==> src/rtl/rfa_pkg.sv <==
`timescale 1ns / 1ps

package rfa_pkg;

   localparam int DATA_W     = 32;
   localparam int FIELD_W    = 5;
   localparam int OP_W       = 5;
   localparam int REQ_DATA_W = 48;

   typedef logic [OP_W-1:0]   op_type;
   typedef logic [DATA_W-1:0] word_type;

   localparam op_type OP_ADD   = 5'd0;
   localparam op_type OP_SUB   = 5'd1;
   localparam op_type OP_MUL   = 5'd2;
   localparam op_type OP_MOV   = 5'd3;
   localparam op_type OP_DEC   = 5'd4;
   localparam op_type OP_EQ    = 5'd5;
   localparam op_type OP_LT    = 5'd6;
   localparam op_type OP_GT    = 5'd7;
   localparam op_type OP_LTE   = 5'd8;
   localparam op_type OP_GTE   = 5'd9;
   localparam op_type OP_AND   = 5'd10;
   localparam op_type OP_OR    = 5'd11;
   localparam op_type OP_XOR   = 5'd12;
   localparam op_type OP_NOT   = 5'd13;
   localparam op_type OP_LSH   = 5'd14;
   localparam op_type OP_RSH   = 5'd15;
   localparam op_type OP_ST    = 5'd16;
   localparam op_type OP_XCHG  = 5'd17;
   localparam op_type OP_DIV   = 5'd18;
   localparam op_type OP_REM   = 5'd19;
   localparam op_type OP_WRITE = 5'd20;
   localparam op_type OP_READ  = 5'd21;

   localparam logic STATUS_DONE     = 1'b0;
   localparam logic STATUS_DIV_ZERO = 1'b1;

endpackage

==> src/rtl/register_file_alu_execute.sv <==
`timescale 1ns / 1ps

// Register-to-register execute unit with a register file of NUM_REGS signed
// 32-bit registers. Each request transaction carries an operation code in
// req_tuser and the register indexes and host write value in req_tdata.
// Each request produces exactly one response transaction with the value
// written (or read) in rsp_tdata and the divide-by-zero flag in rsp_tuser.
// A request is taken, the register file is read into the memories' output
// registers, and the result is then registered into the response register;
// the next request is taken only once the current one has completed. An
// exchange adds a state for its second write. Divide and remainder run
// through a one-bit-per-cycle divider before the response is registered.
// The register file is a pair of single-read-port memories written in
// parallel; per-register valid bits make unwritten registers read as zero.
// Reset clears the valid bits and control state at once, so the block
// takes requests as soon as reset is released. When the receiver stalls,
// the response is held and the next request is still taken; it then waits
// for the output register to drain before completing.
module register_file_alu_execute import rfa_pkg::*; #(
   parameter int NUM_REGS = 32
) (
   input  logic                  clock,
   input  logic                  reset,
   input  logic                  req_tvalid,
   output logic                  req_tready,
   // dst_reg [4:0], src_a_reg [9:5], src_b_reg [14:10], write_value [46:15]
   input  logic [REQ_DATA_W-1:0] req_tdata,
   // req_type [4:0]
   input  logic [OP_W-1:0]       req_tuser,
   output logic                  rsp_tvalid,
   input  logic                  rsp_tready,
   // result_value [31:0]
   output logic [DATA_W-1:0]     rsp_tdata,
   // status [0]
   output logic [0:0]            rsp_tuser
);

   localparam int IDX_W = $clog2(NUM_REGS);

   localparam logic [2:0] S_IDLE = 3'd0;
   localparam logic [2:0] S_EXEC = 3'd1;
   localparam logic [2:0] S_DIV  = 3'd2;
   localparam logic [2:0] S_DONE = 3'd3;
   localparam logic [2:0] S_XCHG = 3'd4;

   function automatic logic [32*IDX_W-1:0] build_map();
      logic [IDX_W-1:0]   r;
      logic [32*IDX_W-1:0] m;
      r = '0;
      m = '0;
      for (int v = 0; v < 32; v++) begin
         m[v*IDX_W +: IDX_W] = r;
         r = (r == IDX_W'(NUM_REGS - 1)) ? '0 : r + 1'b1;
      end
      return m;
   endfunction

   localparam logic [32*IDX_W-1:0] IDX_MAP = build_map();

   logic [2:0]          state_ff, state_in;
   op_type              op_ff;
   logic [IDX_W-1:0]    d_ff, a_ff, b_ff;
   word_type            wval_ff;
   logic                vld_a_ff, vld_b_ff;
   logic [NUM_REGS-1:0] vld_ff;
   word_type            res_ff;
   logic                rsp_valid_ff;
   word_type            rsp_data_ff;
   logic                rsp_status_ff;

   logic [FIELD_W-1:0]  f_d, f_a, f_b;
   logic [IDX_W-1:0]    map_d, map_a, map_b, rd_addr_a;
   op_type              req_op;
   logic                accept;
   logic                out_free;
   word_type            q_a, q_b, va, vb, mul_lo, res;
   logic                do_write, div_zero, div_nz, exec_commit, commit;
   logic                wr_en;
   logic [IDX_W-1:0]    wr_addr;
   word_type            wr_data;
   logic                div_done;
   word_type            div_q, div_r;

   assign f_d    = req_tdata[4:0];
   assign f_a    = req_tdata[9:5];
   assign f_b    = req_tdata[14:10];
   assign req_op = req_tuser;
   assign map_d  = IDX_MAP[f_d*IDX_W +: IDX_W];
   assign map_a  = IDX_MAP[f_a*IDX_W +: IDX_W];
   assign map_b  = IDX_MAP[f_b*IDX_W +: IDX_W];
   assign rd_addr_a = (req_op == OP_DEC || req_op == OP_READ) ? map_d : map_a;

   assign req_tready = (state_ff == S_IDLE);
   assign accept     = req_tvalid && req_tready;
   assign out_free   = !rsp_valid_ff || rsp_tready;

   rfa_ram #(.WIDTH(DATA_W), .DEPTH(NUM_REGS)) u_ram_a (
      .clock   (clock),
      .wr_en   (wr_en),
      .wr_addr (wr_addr),
      .wr_data (wr_data),
      .rd_en   (accept),
      .rd_addr (rd_addr_a),
      .rd_data (q_a)
   );

   rfa_ram #(.WIDTH(DATA_W), .DEPTH(NUM_REGS)) u_ram_b (
      .clock   (clock),
      .wr_en   (wr_en),
      .wr_addr (wr_addr),
      .wr_data (wr_data),
      .rd_en   (accept),
      .rd_addr (map_b),
      .rd_data (q_b)
   );

   assign va     = vld_a_ff ? q_a : '0;
   assign vb     = vld_b_ff ? q_b : '0;
   assign mul_lo = va * vb;

   always_comb begin
      res      = '0;
      do_write = 1'b1;
      div_zero = 1'b0;
      div_nz   = 1'b0;
      case (op_ff)
         OP_ADD:   res = va + vb;
         OP_SUB:   res = va - vb;
         OP_MUL:   res = mul_lo;
         OP_MOV:   res = va;
         OP_DEC:   res = va - 1'b1;
         OP_EQ:    res = DATA_W'(va == vb);
         OP_LT:    res = DATA_W'($signed(va) < $signed(vb));
         OP_GT:    res = DATA_W'($signed(va) > $signed(vb));
         OP_LTE:   res = DATA_W'($signed(va) <= $signed(vb));
         OP_GTE:   res = DATA_W'($signed(va) >= $signed(vb));
         OP_AND:   res = va & vb;
         OP_OR:    res = va | vb;
         OP_XOR:   res = va ^ vb;
         OP_NOT:   res = DATA_W'(va == '0);
         OP_LSH:   res = va << vb[4:0];
         OP_RSH:   res = word_type'($signed(va) >>> vb[4:0]);
         OP_ST:    res = vb;
         OP_XCHG:  res = vb;
         OP_DIV, OP_REM: begin
            if (vb == '0) begin
               div_zero = 1'b1;
               do_write = 1'b0;
            end else begin
               div_nz = 1'b1;
            end
         end
         OP_WRITE: res = wval_ff;
         OP_READ: begin
            res      = va;
            do_write = 1'b0;
         end
         default:  do_write = 1'b0;
      endcase
   end

   assign exec_commit = (state_ff == S_EXEC) && !div_nz && out_free;
   assign commit      = exec_commit || ((state_ff == S_DONE) && out_free);

   always_comb begin
      wr_en   = 1'b0;
      wr_addr = d_ff;
      wr_data = res;
      if (exec_commit) begin
         wr_en   = do_write;
         wr_addr = (op_ff == OP_ST || op_ff == OP_XCHG) ? a_ff : d_ff;
      end else if (state_ff == S_DONE) begin
         wr_en   = out_free;
         wr_data = res_ff;
      end else if (state_ff == S_XCHG) begin
         wr_en   = 1'b1;
         wr_addr = b_ff;
         wr_data = va;
      end
   end

   rfa_div u_div (
      .clock     (clock),
      .reset     (reset),
      .start     ((state_ff == S_EXEC) && div_nz),
      .dividend  (va),
      .divisor   (vb),
      .done      (div_done),
      .quotient  (div_q),
      .remainder (div_r)
   );

   always_comb begin
      state_in = state_ff;
      case (state_ff)
         S_IDLE: if (accept) state_in = S_EXEC;
         S_EXEC: begin
            if (div_nz) begin
               state_in = S_DIV;
            end else if (out_free) begin
               state_in = (op_ff == OP_XCHG) ? S_XCHG : S_IDLE;
            end
         end
         S_DIV:  if (div_done) state_in = S_DONE;
         S_DONE: if (out_free) state_in = S_IDLE;
         S_XCHG: state_in = S_IDLE;
         default: state_in = S_IDLE;
      endcase
   end

   always_ff @(posedge clock) begin
      if (reset) begin
         state_ff     <= S_IDLE;
         vld_ff       <= '0;
         rsp_valid_ff <= 1'b0;
      end else begin
         state_ff <= state_in;
         if (wr_en) begin
            vld_ff[wr_addr] <= 1'b1;
         end
         if (commit) begin
            rsp_valid_ff <= 1'b1;
         end else if (rsp_tready) begin
            rsp_valid_ff <= 1'b0;
         end
      end
   end

   always_ff @(posedge clock) begin
      if (accept) begin
         op_ff    <= req_op;
         d_ff     <= map_d;
         a_ff     <= map_a;
         b_ff     <= map_b;
         wval_ff  <= req_tdata[46:15];
         vld_a_ff <= vld_ff[rd_addr_a];
         vld_b_ff <= vld_ff[map_b];
      end
      if (state_ff == S_DIV && div_done) begin
         res_ff <= (op_ff == OP_DIV) ? div_q : div_r;
      end
      if (exec_commit) begin
         rsp_data_ff   <= res;
         rsp_status_ff <= div_zero ? STATUS_DIV_ZERO : STATUS_DONE;
      end else if (state_ff == S_DONE && out_free) begin
         rsp_data_ff   <= res_ff;
         rsp_status_ff <= STATUS_DONE;
      end
   end

   assign rsp_tvalid = rsp_valid_ff;
   assign rsp_tdata  = rsp_data_ff;
   assign rsp_tuser  = rsp_status_ff;

endmodule

==> src/rtl/rfa_ram.sv <==
`timescale 1ns / 1ps

module rfa_ram #(
   parameter int WIDTH = 32,
   parameter int DEPTH = 32
) (
   input  logic                     clock,
   input  logic                     wr_en,
   input  logic [$clog2(DEPTH)-1:0] wr_addr,
   input  logic [WIDTH-1:0]         wr_data,
   input  logic                     rd_en,
   input  logic [$clog2(DEPTH)-1:0] rd_addr,
   output logic [WIDTH-1:0]         rd_data
);

   logic [WIDTH-1:0] mem [DEPTH];
   logic [WIDTH-1:0] rd_data_ff;

   always_ff @(posedge clock) begin
      if (wr_en) begin
         mem[wr_addr] <= wr_data;
      end
      if (rd_en) begin
         rd_data_ff <= mem[rd_addr];
      end
   end

   assign rd_data = rd_data_ff;

endmodule

==> src/rtl/rfa_div.sv <==
`timescale 1ns / 1ps

module rfa_div import rfa_pkg::*; (
   input  logic     clock,
   input  logic     reset,
   input  logic     start,
   input  word_type dividend,
   input  word_type divisor,
   output logic     done,
   output word_type quotient,
   output word_type remainder
);

   logic             busy_ff;
   logic             done_ff;
   logic [4:0]       cnt_ff;
   word_type         dvd_ff;
   word_type         dvs_ff;
   word_type         rem_ff;
   logic             neg_q_ff;
   logic             neg_r_ff;
   logic [DATA_W:0]  rem_sh;
   logic [DATA_W:0]  diff;
   logic             qbit;

   assign rem_sh = {rem_ff, dvd_ff[DATA_W-1]};
   assign diff   = rem_sh - {1'b0, dvs_ff};
   assign qbit   = ~diff[DATA_W];

   always_ff @(posedge clock) begin
      if (reset) begin
         busy_ff <= 1'b0;
         done_ff <= 1'b0;
         cnt_ff  <= '0;
      end else begin
         done_ff <= 1'b0;
         if (start) begin
            busy_ff <= 1'b1;
            cnt_ff  <= '0;
         end else if (busy_ff) begin
            cnt_ff <= cnt_ff + 1'b1;
            if (cnt_ff == 5'd31) begin
               busy_ff <= 1'b0;
               done_ff <= 1'b1;
            end
         end
      end
   end

   always_ff @(posedge clock) begin
      if (start) begin
         dvd_ff   <= dividend[DATA_W-1] ? (~dividend + 1'b1) : dividend;
         dvs_ff   <= divisor[DATA_W-1] ? (~divisor + 1'b1) : divisor;
         rem_ff   <= '0;
         neg_q_ff <= dividend[DATA_W-1] ^ divisor[DATA_W-1];
         neg_r_ff <= dividend[DATA_W-1];
      end else if (busy_ff) begin
         rem_ff <= qbit ? diff[DATA_W-1:0] : rem_sh[DATA_W-1:0];
         dvd_ff <= {dvd_ff[DATA_W-2:0], qbit};
      end
   end

   assign done      = done_ff;
   assign quotient  = neg_q_ff ? (~dvd_ff + 1'b1) : dvd_ff;
   assign remainder = neg_r_ff ? (~rem_ff + 1'b1) : rem_ff;

endmodule

==> config.mk <==
export PLATFORM = sky130hd
export DESIGN_NAME = register_file_alu_execute
export DESIGN_NICKNAME = d
export VERILOG_FILES = /design/src/rtl/rfa_pkg.sv /design/src/rtl/register_file_alu_execute.sv /design/src/rtl/rfa_ram.sv /design/src/rtl/rfa_div.sv
export SDC_FILE = /design/constraint.sdc
export NUM_CORES = 2
export LEC_CHECK = 0
export ABC_AREA = 0
export BUFFER_PORTS_ARGS = -buffer_cell sky130_fd_sc_hd__buf_2
export CAP_MARGIN = 20
export CORE_UTILIZATION = 40
export CTS_CLUSTER_DIAMETER = 120
export DETAILED_ROUTE_END_ITERATION = 10
export PLACE_DENSITY = 0.69
export SLEW_MARGIN = 15
export SYNTH_ARGS = -nofsm -noshare
export SYNTH_HDL_FRONTEND = slang
export SYNTH_HIERARCHICAL = 1
export SYNTH_SLANG_ARGS = --single-unit
==> constraint.sdc <==
create_clock -name clock -period 10.4 [get_ports clock]
set_clock_uncertainty 0.2 [all_clocks]
set_input_delay 3.12 -clock clock [delete_from_list [all_inputs] [get_ports clock]]
set_output_delay 3.12 -clock clock [all_outputs]
set_load 0.1 [all_outputs]
# Yosys cells after proc, flatten, opt, wreduce, memory -nomap -nowiden
# Memory sizes are Yosys's and may differ from the RTL's. A register that Yosys moved wholly into a read port is not among the register bits.
# Cells that the tools add are included.
# classes
add_sub_neg	9
n_mul	4
n_lt_le_gt_ge	8
n_eq_ne	33
n_shift	5
mux	53
n_bitwise	11
n_reduce_logical	27
# op_table
cell	count
$pmux W32 S18	1
$shiftx A160 B9 Y5 const A	3
$mux W32	14
$add A32 B1 Y32 const B	4
$not A32 Y32	4
$logic_not A32 Y1	2
$or A32 B32 Y32	2
$eq A5 B4 Y1 const B	8
$eq A5 B5 Y1 const B	8
$sub A33 B32 Y33	1
$add A32 B32 Y32	1
$and A32 B32 Y32	1
$eq A32 B32 Y1	1
$ge A32 B32 Y1	1
$gt A32 B32 Y1	1
$le A32 B32 Y1	1
$lt A32 B32 Y1	1
$mul A32 B32 Y32	1
$shl A32 B5 Y32	1
$sshr A32 B5 Y32	1
$sub A32 B1 Y32 const B	1
$sub A32 B32 Y32	1
$xor A32 B32 Y32	1
$mux W31	1
32 further kinds	89
# totals
ff_bits	260
ram_bits	2048
input_bits	57
out_inout_bits	35
wordCells	174
mem_count	2
# mem_list
memory	words	word_bits	read_ports	rd_clocked_by_memory_dff	write_ports	line_no	source
u_ram_a.mem	32	32	1	1	1	rfa_ram.sv:16	logic [WIDTH-1:0] mem [DEPTH];
u_ram_b.mem	32	32	1	1	1	rfa_ram.sv:16	

# Longest topological paths before layout
# logic_depth
depth_word	13
mapped_depth	37
depth_no_buf	29

# Cells and area by module
# The synthesis kept the hierarchy.
# by_module_without_submodules
mod	n_inst	cells_per_inst	area_per_inst_um2	seq_area_each_um2
rfa_ram at u_ram_a	1	2260	40807.9	31710.4
rfa_ram at u_ram_b	1	2260	40805.4	31710.4
register_file_alu_execute	1	4055	33833.7	4294.1
rfa_div	1	943	8291.7	2762.6

# Worst setup path after synthesis
# Ideal clock, no wire load.
# synth_timing
path_type	reg-to-reg
from	register vld_b_ff
to	memory u_ram_a.mem[0][30], data pin
setup_ps	722
arrival_ps	10662
t_required_ps	9478
slack_ps	-1184
stages_incl_launch_ff	34
path_buffers	8
period_less_slack_ps	11584
cell_sequence	edfxtp_1 buf_6 buf_6 buf_12 buf_6 buf_6 nand2_1 clkbuf_1 clkbuf_1 clkbuf_1 nor2_1 fa_1 inv_1 fa_1 fa_1 fa_1 inv_1 fa_1 inv_1 fa_1 inv_1 fa_1 fa_1 ha_1 and4_1 and4_1 and3_1 a31oi_1 o211ai_1 a21oi_1 a41oi_1 nor2_1 nor3_1 a211oi_1
# synth_between
elab_chain_cells	8
word_cells_on_any_way	19
classes_between	add/sub: 2; mul: 1; shift: 2; mux: 7; bitwise: 3; reduce/logical: 4
# synth_lines
item	line_no	source
start, declared	register_file_alu_execute.sv:64	logic vld_a_ff, vld_b_ff;
start signal, assigned	register_file_alu_execute.sv:237	vld_b_ff <= vld_ff[map_b];
$mux W32 *	register_file_alu_execute.sv:118	assign vb = vld_b_ff ? q_b : '0;
branches (longest 6 deep; another with $mul A32 B32 Y32)	n/a	
$mux W32 *	register_file_alu_execute.sv:169	if (exec_commit) begin
via wr_data[30]	register_file_alu_execute.sv:80	word_type wr_data;
end, declared	rfa_ram.sv:16	
# Mark *: on every way through the listed nets, which the timed path passes.

# Worst setup path in the final report
# layout_timing
from	register vld_a_ff
to	memory u_ram_a.mem[7][27], data pin
# layout_between
elab_chain_cells	6
word_cells_on_any_way	14
classes_between	add/sub: 3; mul: 1; shift: 2; mux: 5; bitwise: 3
# layout_lines
item	line_no	source
start, declared	register_file_alu_execute.sv:64	
start signal, assigned	register_file_alu_execute.sv:236	vld_a_ff <= vld_ff[rd_addr_a];
$mux W32 *	register_file_alu_execute.sv:117	assign va = vld_a_ff ? q_a : '0;
$mul A32 B32 Y32, or another cell as far along	register_file_alu_execute.sv:119	assign mul_lo = va * vb;
$pmux W32 S18	register_file_alu_execute.sv:126	case (op_ff)
$mux W32	register_file_alu_execute.sv:175	end else if (state_ff == S_XCHG) begin
$mux W32	register_file_alu_execute.sv:172	end else if (state_ff == S_DONE) begin
$mux W32 *	register_file_alu_execute.sv:169	
via wr_data[27]	register_file_alu_execute.sv:80	
# Mark *: on every way through the listed nets, which the timed path passes. The rest lies on a longest branch.

==> results_dict.tcl <==
set metrics [dict create \
    dpl-instance-area_mm2 0.131 \
    yosys.area.top_type_share 0.557 \
    p_int_mw 18.4 \
    drt_iter0_markers 9682 \
    clkTransAtPathRegs_ns 0.06 \
    ys_warn_count 6 \
    port_buffers 90 \
    fillerInstances 27200 \
    final_cell_mix "2,297 x edfxtp_1, 1,127 x mux2i_1, 660 x nand2_1" \
    synth_top_cell_by_area "edfxtp_1" \
    switching_share 0.312 \
    cpMaxStageDelayCell "fa_1" \
    htreeDepth 4 \
    post-place-ws_ns 0.275 \
    track_usage 0.272 \
    synth_cell_types 114 \
    dr.pass1.iters 8 \
    r2r_end "u_ram_a/mem[7][27]" \
    maxCapViolations 0 \
    root_buffer "clkbuf_16" \
    path_common_cell "fa_1" \
    p_switching_mw 8.33 \
    rsz0062_at_grt "no" \
    synth_fp_nets 10300 \
    clk_latency_ns 0.99 \
    finish.instance_area_mm2 0.139 \
    cts-buffers-inserted 240 \
    crit_path_max_fanout 64 \
    seq_power_share 0.425 \
    post_cts_resized 0 \
    min_period_ns 9.99 \
    syn2layout_area_growth_pct 12.5 \
    rrSetupSlack_ns 0.41 \
    synth_cells 9518 \
    initial_utilization 0.403 \
    grt.overflow.total 0 \
    power.share.combinational 0.250 \
    grt_pass1_vias 81200 \
    pin_count 92 \
    min_from "vld_ff[14]" \
    hold_viol 0 \
    synth_area_leaders "edfxtp_1 56%, mux2i_1 9.1%, fa_1 6.6%" \
    max_freq_ghz 0.100 \
    whs_path_depth 2 \
    reg2reg_depth 30 \
    synthArstFlopShare 0 \
    status "finished clean" \
    wirelength_mm 431 \
    final-setup-viol-count 0 \
    ir_drop_v 0.000179 \
    hp-class "flip-flop to flip-flop" \
    cts_max_path_buffers 4 \
    grt_pass1_wl_mm 602 \
    layout_commonest_cell "edfxtp_1" \
    num_vias 83200 \
    grt_start_max_net_pins 150 \
    wire_per_inst_um 30.7 \
    avgViaCountPerCell 5.92 \
    crit_family "adder cells" \
    antenna_found_initial 36 \
    power.total_mw 26.7 \
    synth-edff-count 2297 \
    hold_end "vld_ff[14]" \
    critPathMaxStageDelay_ns 0.56 \
    fin_ws_ns 0.406 \
    clock_power_share 0.325 \
    core_area_mm2 0.307 \
    clock-sinks 2372 \
    dieWidth_um 558 \
    place.gp.congestion 1.05 \
    syn_avg_cell_area_um2 13.0 \
    place_hpwl_mm 294 \
    fin_crit_sh 0.961 \
    rows 203 \
    dieArea_mm2 0.312 \
    tightestPinTransition_ns 1.21 \
    crit_buf_inv 10 \
    crit_required_ns 10.83 \
    ys_seq_elements 2372 \
    slew_headroom 0.182 \
    p_leak_nw 52.1 \
    r2r_start "vld_a_ff" \
    ant_nets 0 \
    drv_slew 0 \
    seq_area_frac_synth 0.570 \
    layout.nets 10500 \
    synth_flop_cell "edfxtp_1" \
    fin_util 0.454 \
    fp.dieH_um 558 \
    powerDensity_mw_per_mm2 192 \
    end_kind "flip-flop" \
    synth_area_mm2 0.124 \
    start_kind "flip-flop" \
    worstSetupPathType "flip-flop to flip-flop" \
    arrival_ns 10.42 \
    drive_above_1_share 0.122 \
    cts_tree "built" \
    drc_errors 0 \
    tns_ns 0 \
]
-- power groups by stage --
stage	combinational [mW]	clock, mW	sequential [mW]
2_1_floorplan	3.92	0	11.5
3_3_place_gp	6.40	0	11.5
3_5_place_dp	6.50	0	11.5
4_1_cts	6.55	8.81	11.3
5_1_grt	7.09	9.18	11.4
6_report	6.68	8.68	11.4
-- Yosys cell counts, types with 26 or more instances --
cell type	instances
fa_1	411
o41ai_1	26
o211ai_1	50
mux2_2	72
edfxtp_1	2297
buf_4	76
clkbuf_1	291
mux4_2	34
o22ai_1	77
xnor2_1	199
mux2i_1	1129
nand3_1	261
a21o_1	59
nor4_1	26
and2_1	39
o21ai_0	207
a22o_1	132
nor3_1	120
nand2b_1	37
a22oi_1	212
or3_1	31
nand4_1	46
a211oi_1	64
a31oi_1	99
buf_1	47
o21a_1	30
inv_1	551
a21boi_0	37
nor2_1	698
o31ai_1	40
dfxtp_1	75
nor2b_1	32
a21oi_1	433
buf_2	99
ha_1	289
nand2_1	663
xor2_1	64
buf_6	46
and3_1	54
-- repair_timing --
action / 4_1_cts / 5_1_grt
endpoints found under the setup margin: 0 / 170
buffers inserted: 0 / 3
hold buffers: 0 / 0
-- worst min-delay path, cell delays in order, from the launching register on --
cell and delay [ns]:
dfxtp_1 0.31, inv_1 0.05, o22ai_1 0.07
-- cell families (layout without fill, tap and decap cells) --
| family | after synthesis | after routing | share of synthesized area |
|---|---|---|---|
| multiplexers | 1238 | 1238 | 0.105 |
| other | 0 | 9 | 0 |
| AND/OR/NAND/NOR | 2131 | 2131 | 0.0784 |
| buffers and inverters | 1138 | 1569 | 0.0410 |
| AO/OA/AOI/OAI | 1667 | 1667 | 0.0906 |
| XOR/XNOR | 272 | 272 | 0.0203 |
| adder cells (fa/ha/maj) | 700 | 700 | 0.0957 |
| flip-flops | 2372 | 2372 | 0.570 |
-- registers in the layout (all words and copies together) (netlist names), 32 cells and up --
signal / cells
wval_ff: 32
u_ram_a/mem: 1024
u_ram_a/rd_data: 32
u_div/dvs_ff: 32
u_ram_b/mem: 1024
u_div/rem_ff: 32
res_ff: 32
vld_ff: 32
u_ram_b/rd_data: 32
u_div/dvd_ff: 32
rsp_tdata: 32
-- layer usage --
layer  vias to the layer above  track usage  wire (µm)
li1                      35700            -          -
met1                     42300        0.358     172000
met2                      4260        0.430     196000
met3                       901       0.0485      37300
met4                        22        0.138      25400
met5                         -            0        431
-- cell type report --
type                       count  area [µm²]  area share
clock inverter               150        1670      0.0120
antenna                        9        22.5    0.000162
inverter                     573        2160      0.0155
multi-input combinational   6008       49000       0.352
sequential                  2372       70500       0.506
tap                         4100        5130      0.0369
timing repair buffer         550        4410      0.0317
clock buffer                 296        6280      0.0451
-- per-stage QoR --
step	cells	hold WS, ns
2_1_floorplan	9518	0.259
3_3_place_gp	13600	0.266
3_5_place_dp	13600	0.280
4_1_cts	14000	0.289
5_1_grt	14100	0.315
6_report	14100	0.285
-- how the worst max path moves through the flow --
stage	startpoint	to	slack (ns)	cells after the start
4_1_cts	vld_a_ff	u_ram_a/mem[7][27]	0.1	28
3_3_place_gp	vld_a_ff	u_ram_a/mem[4][27]	0.28	30
6_report	vld_a_ff	u_ram_a/mem[7][27]	0.41	30
3_5_place_dp	vld_a_ff	u_ram_a/mem[5][27]	0.28	28
2_1_floorplan	vld_b_ff	u_ram_a/mem[0][22]	0.18	30
5_1_grt	vld_a_ff	u_ram_a/mem[7][27]	0.16	31
(Power assumes the default switching activity.)
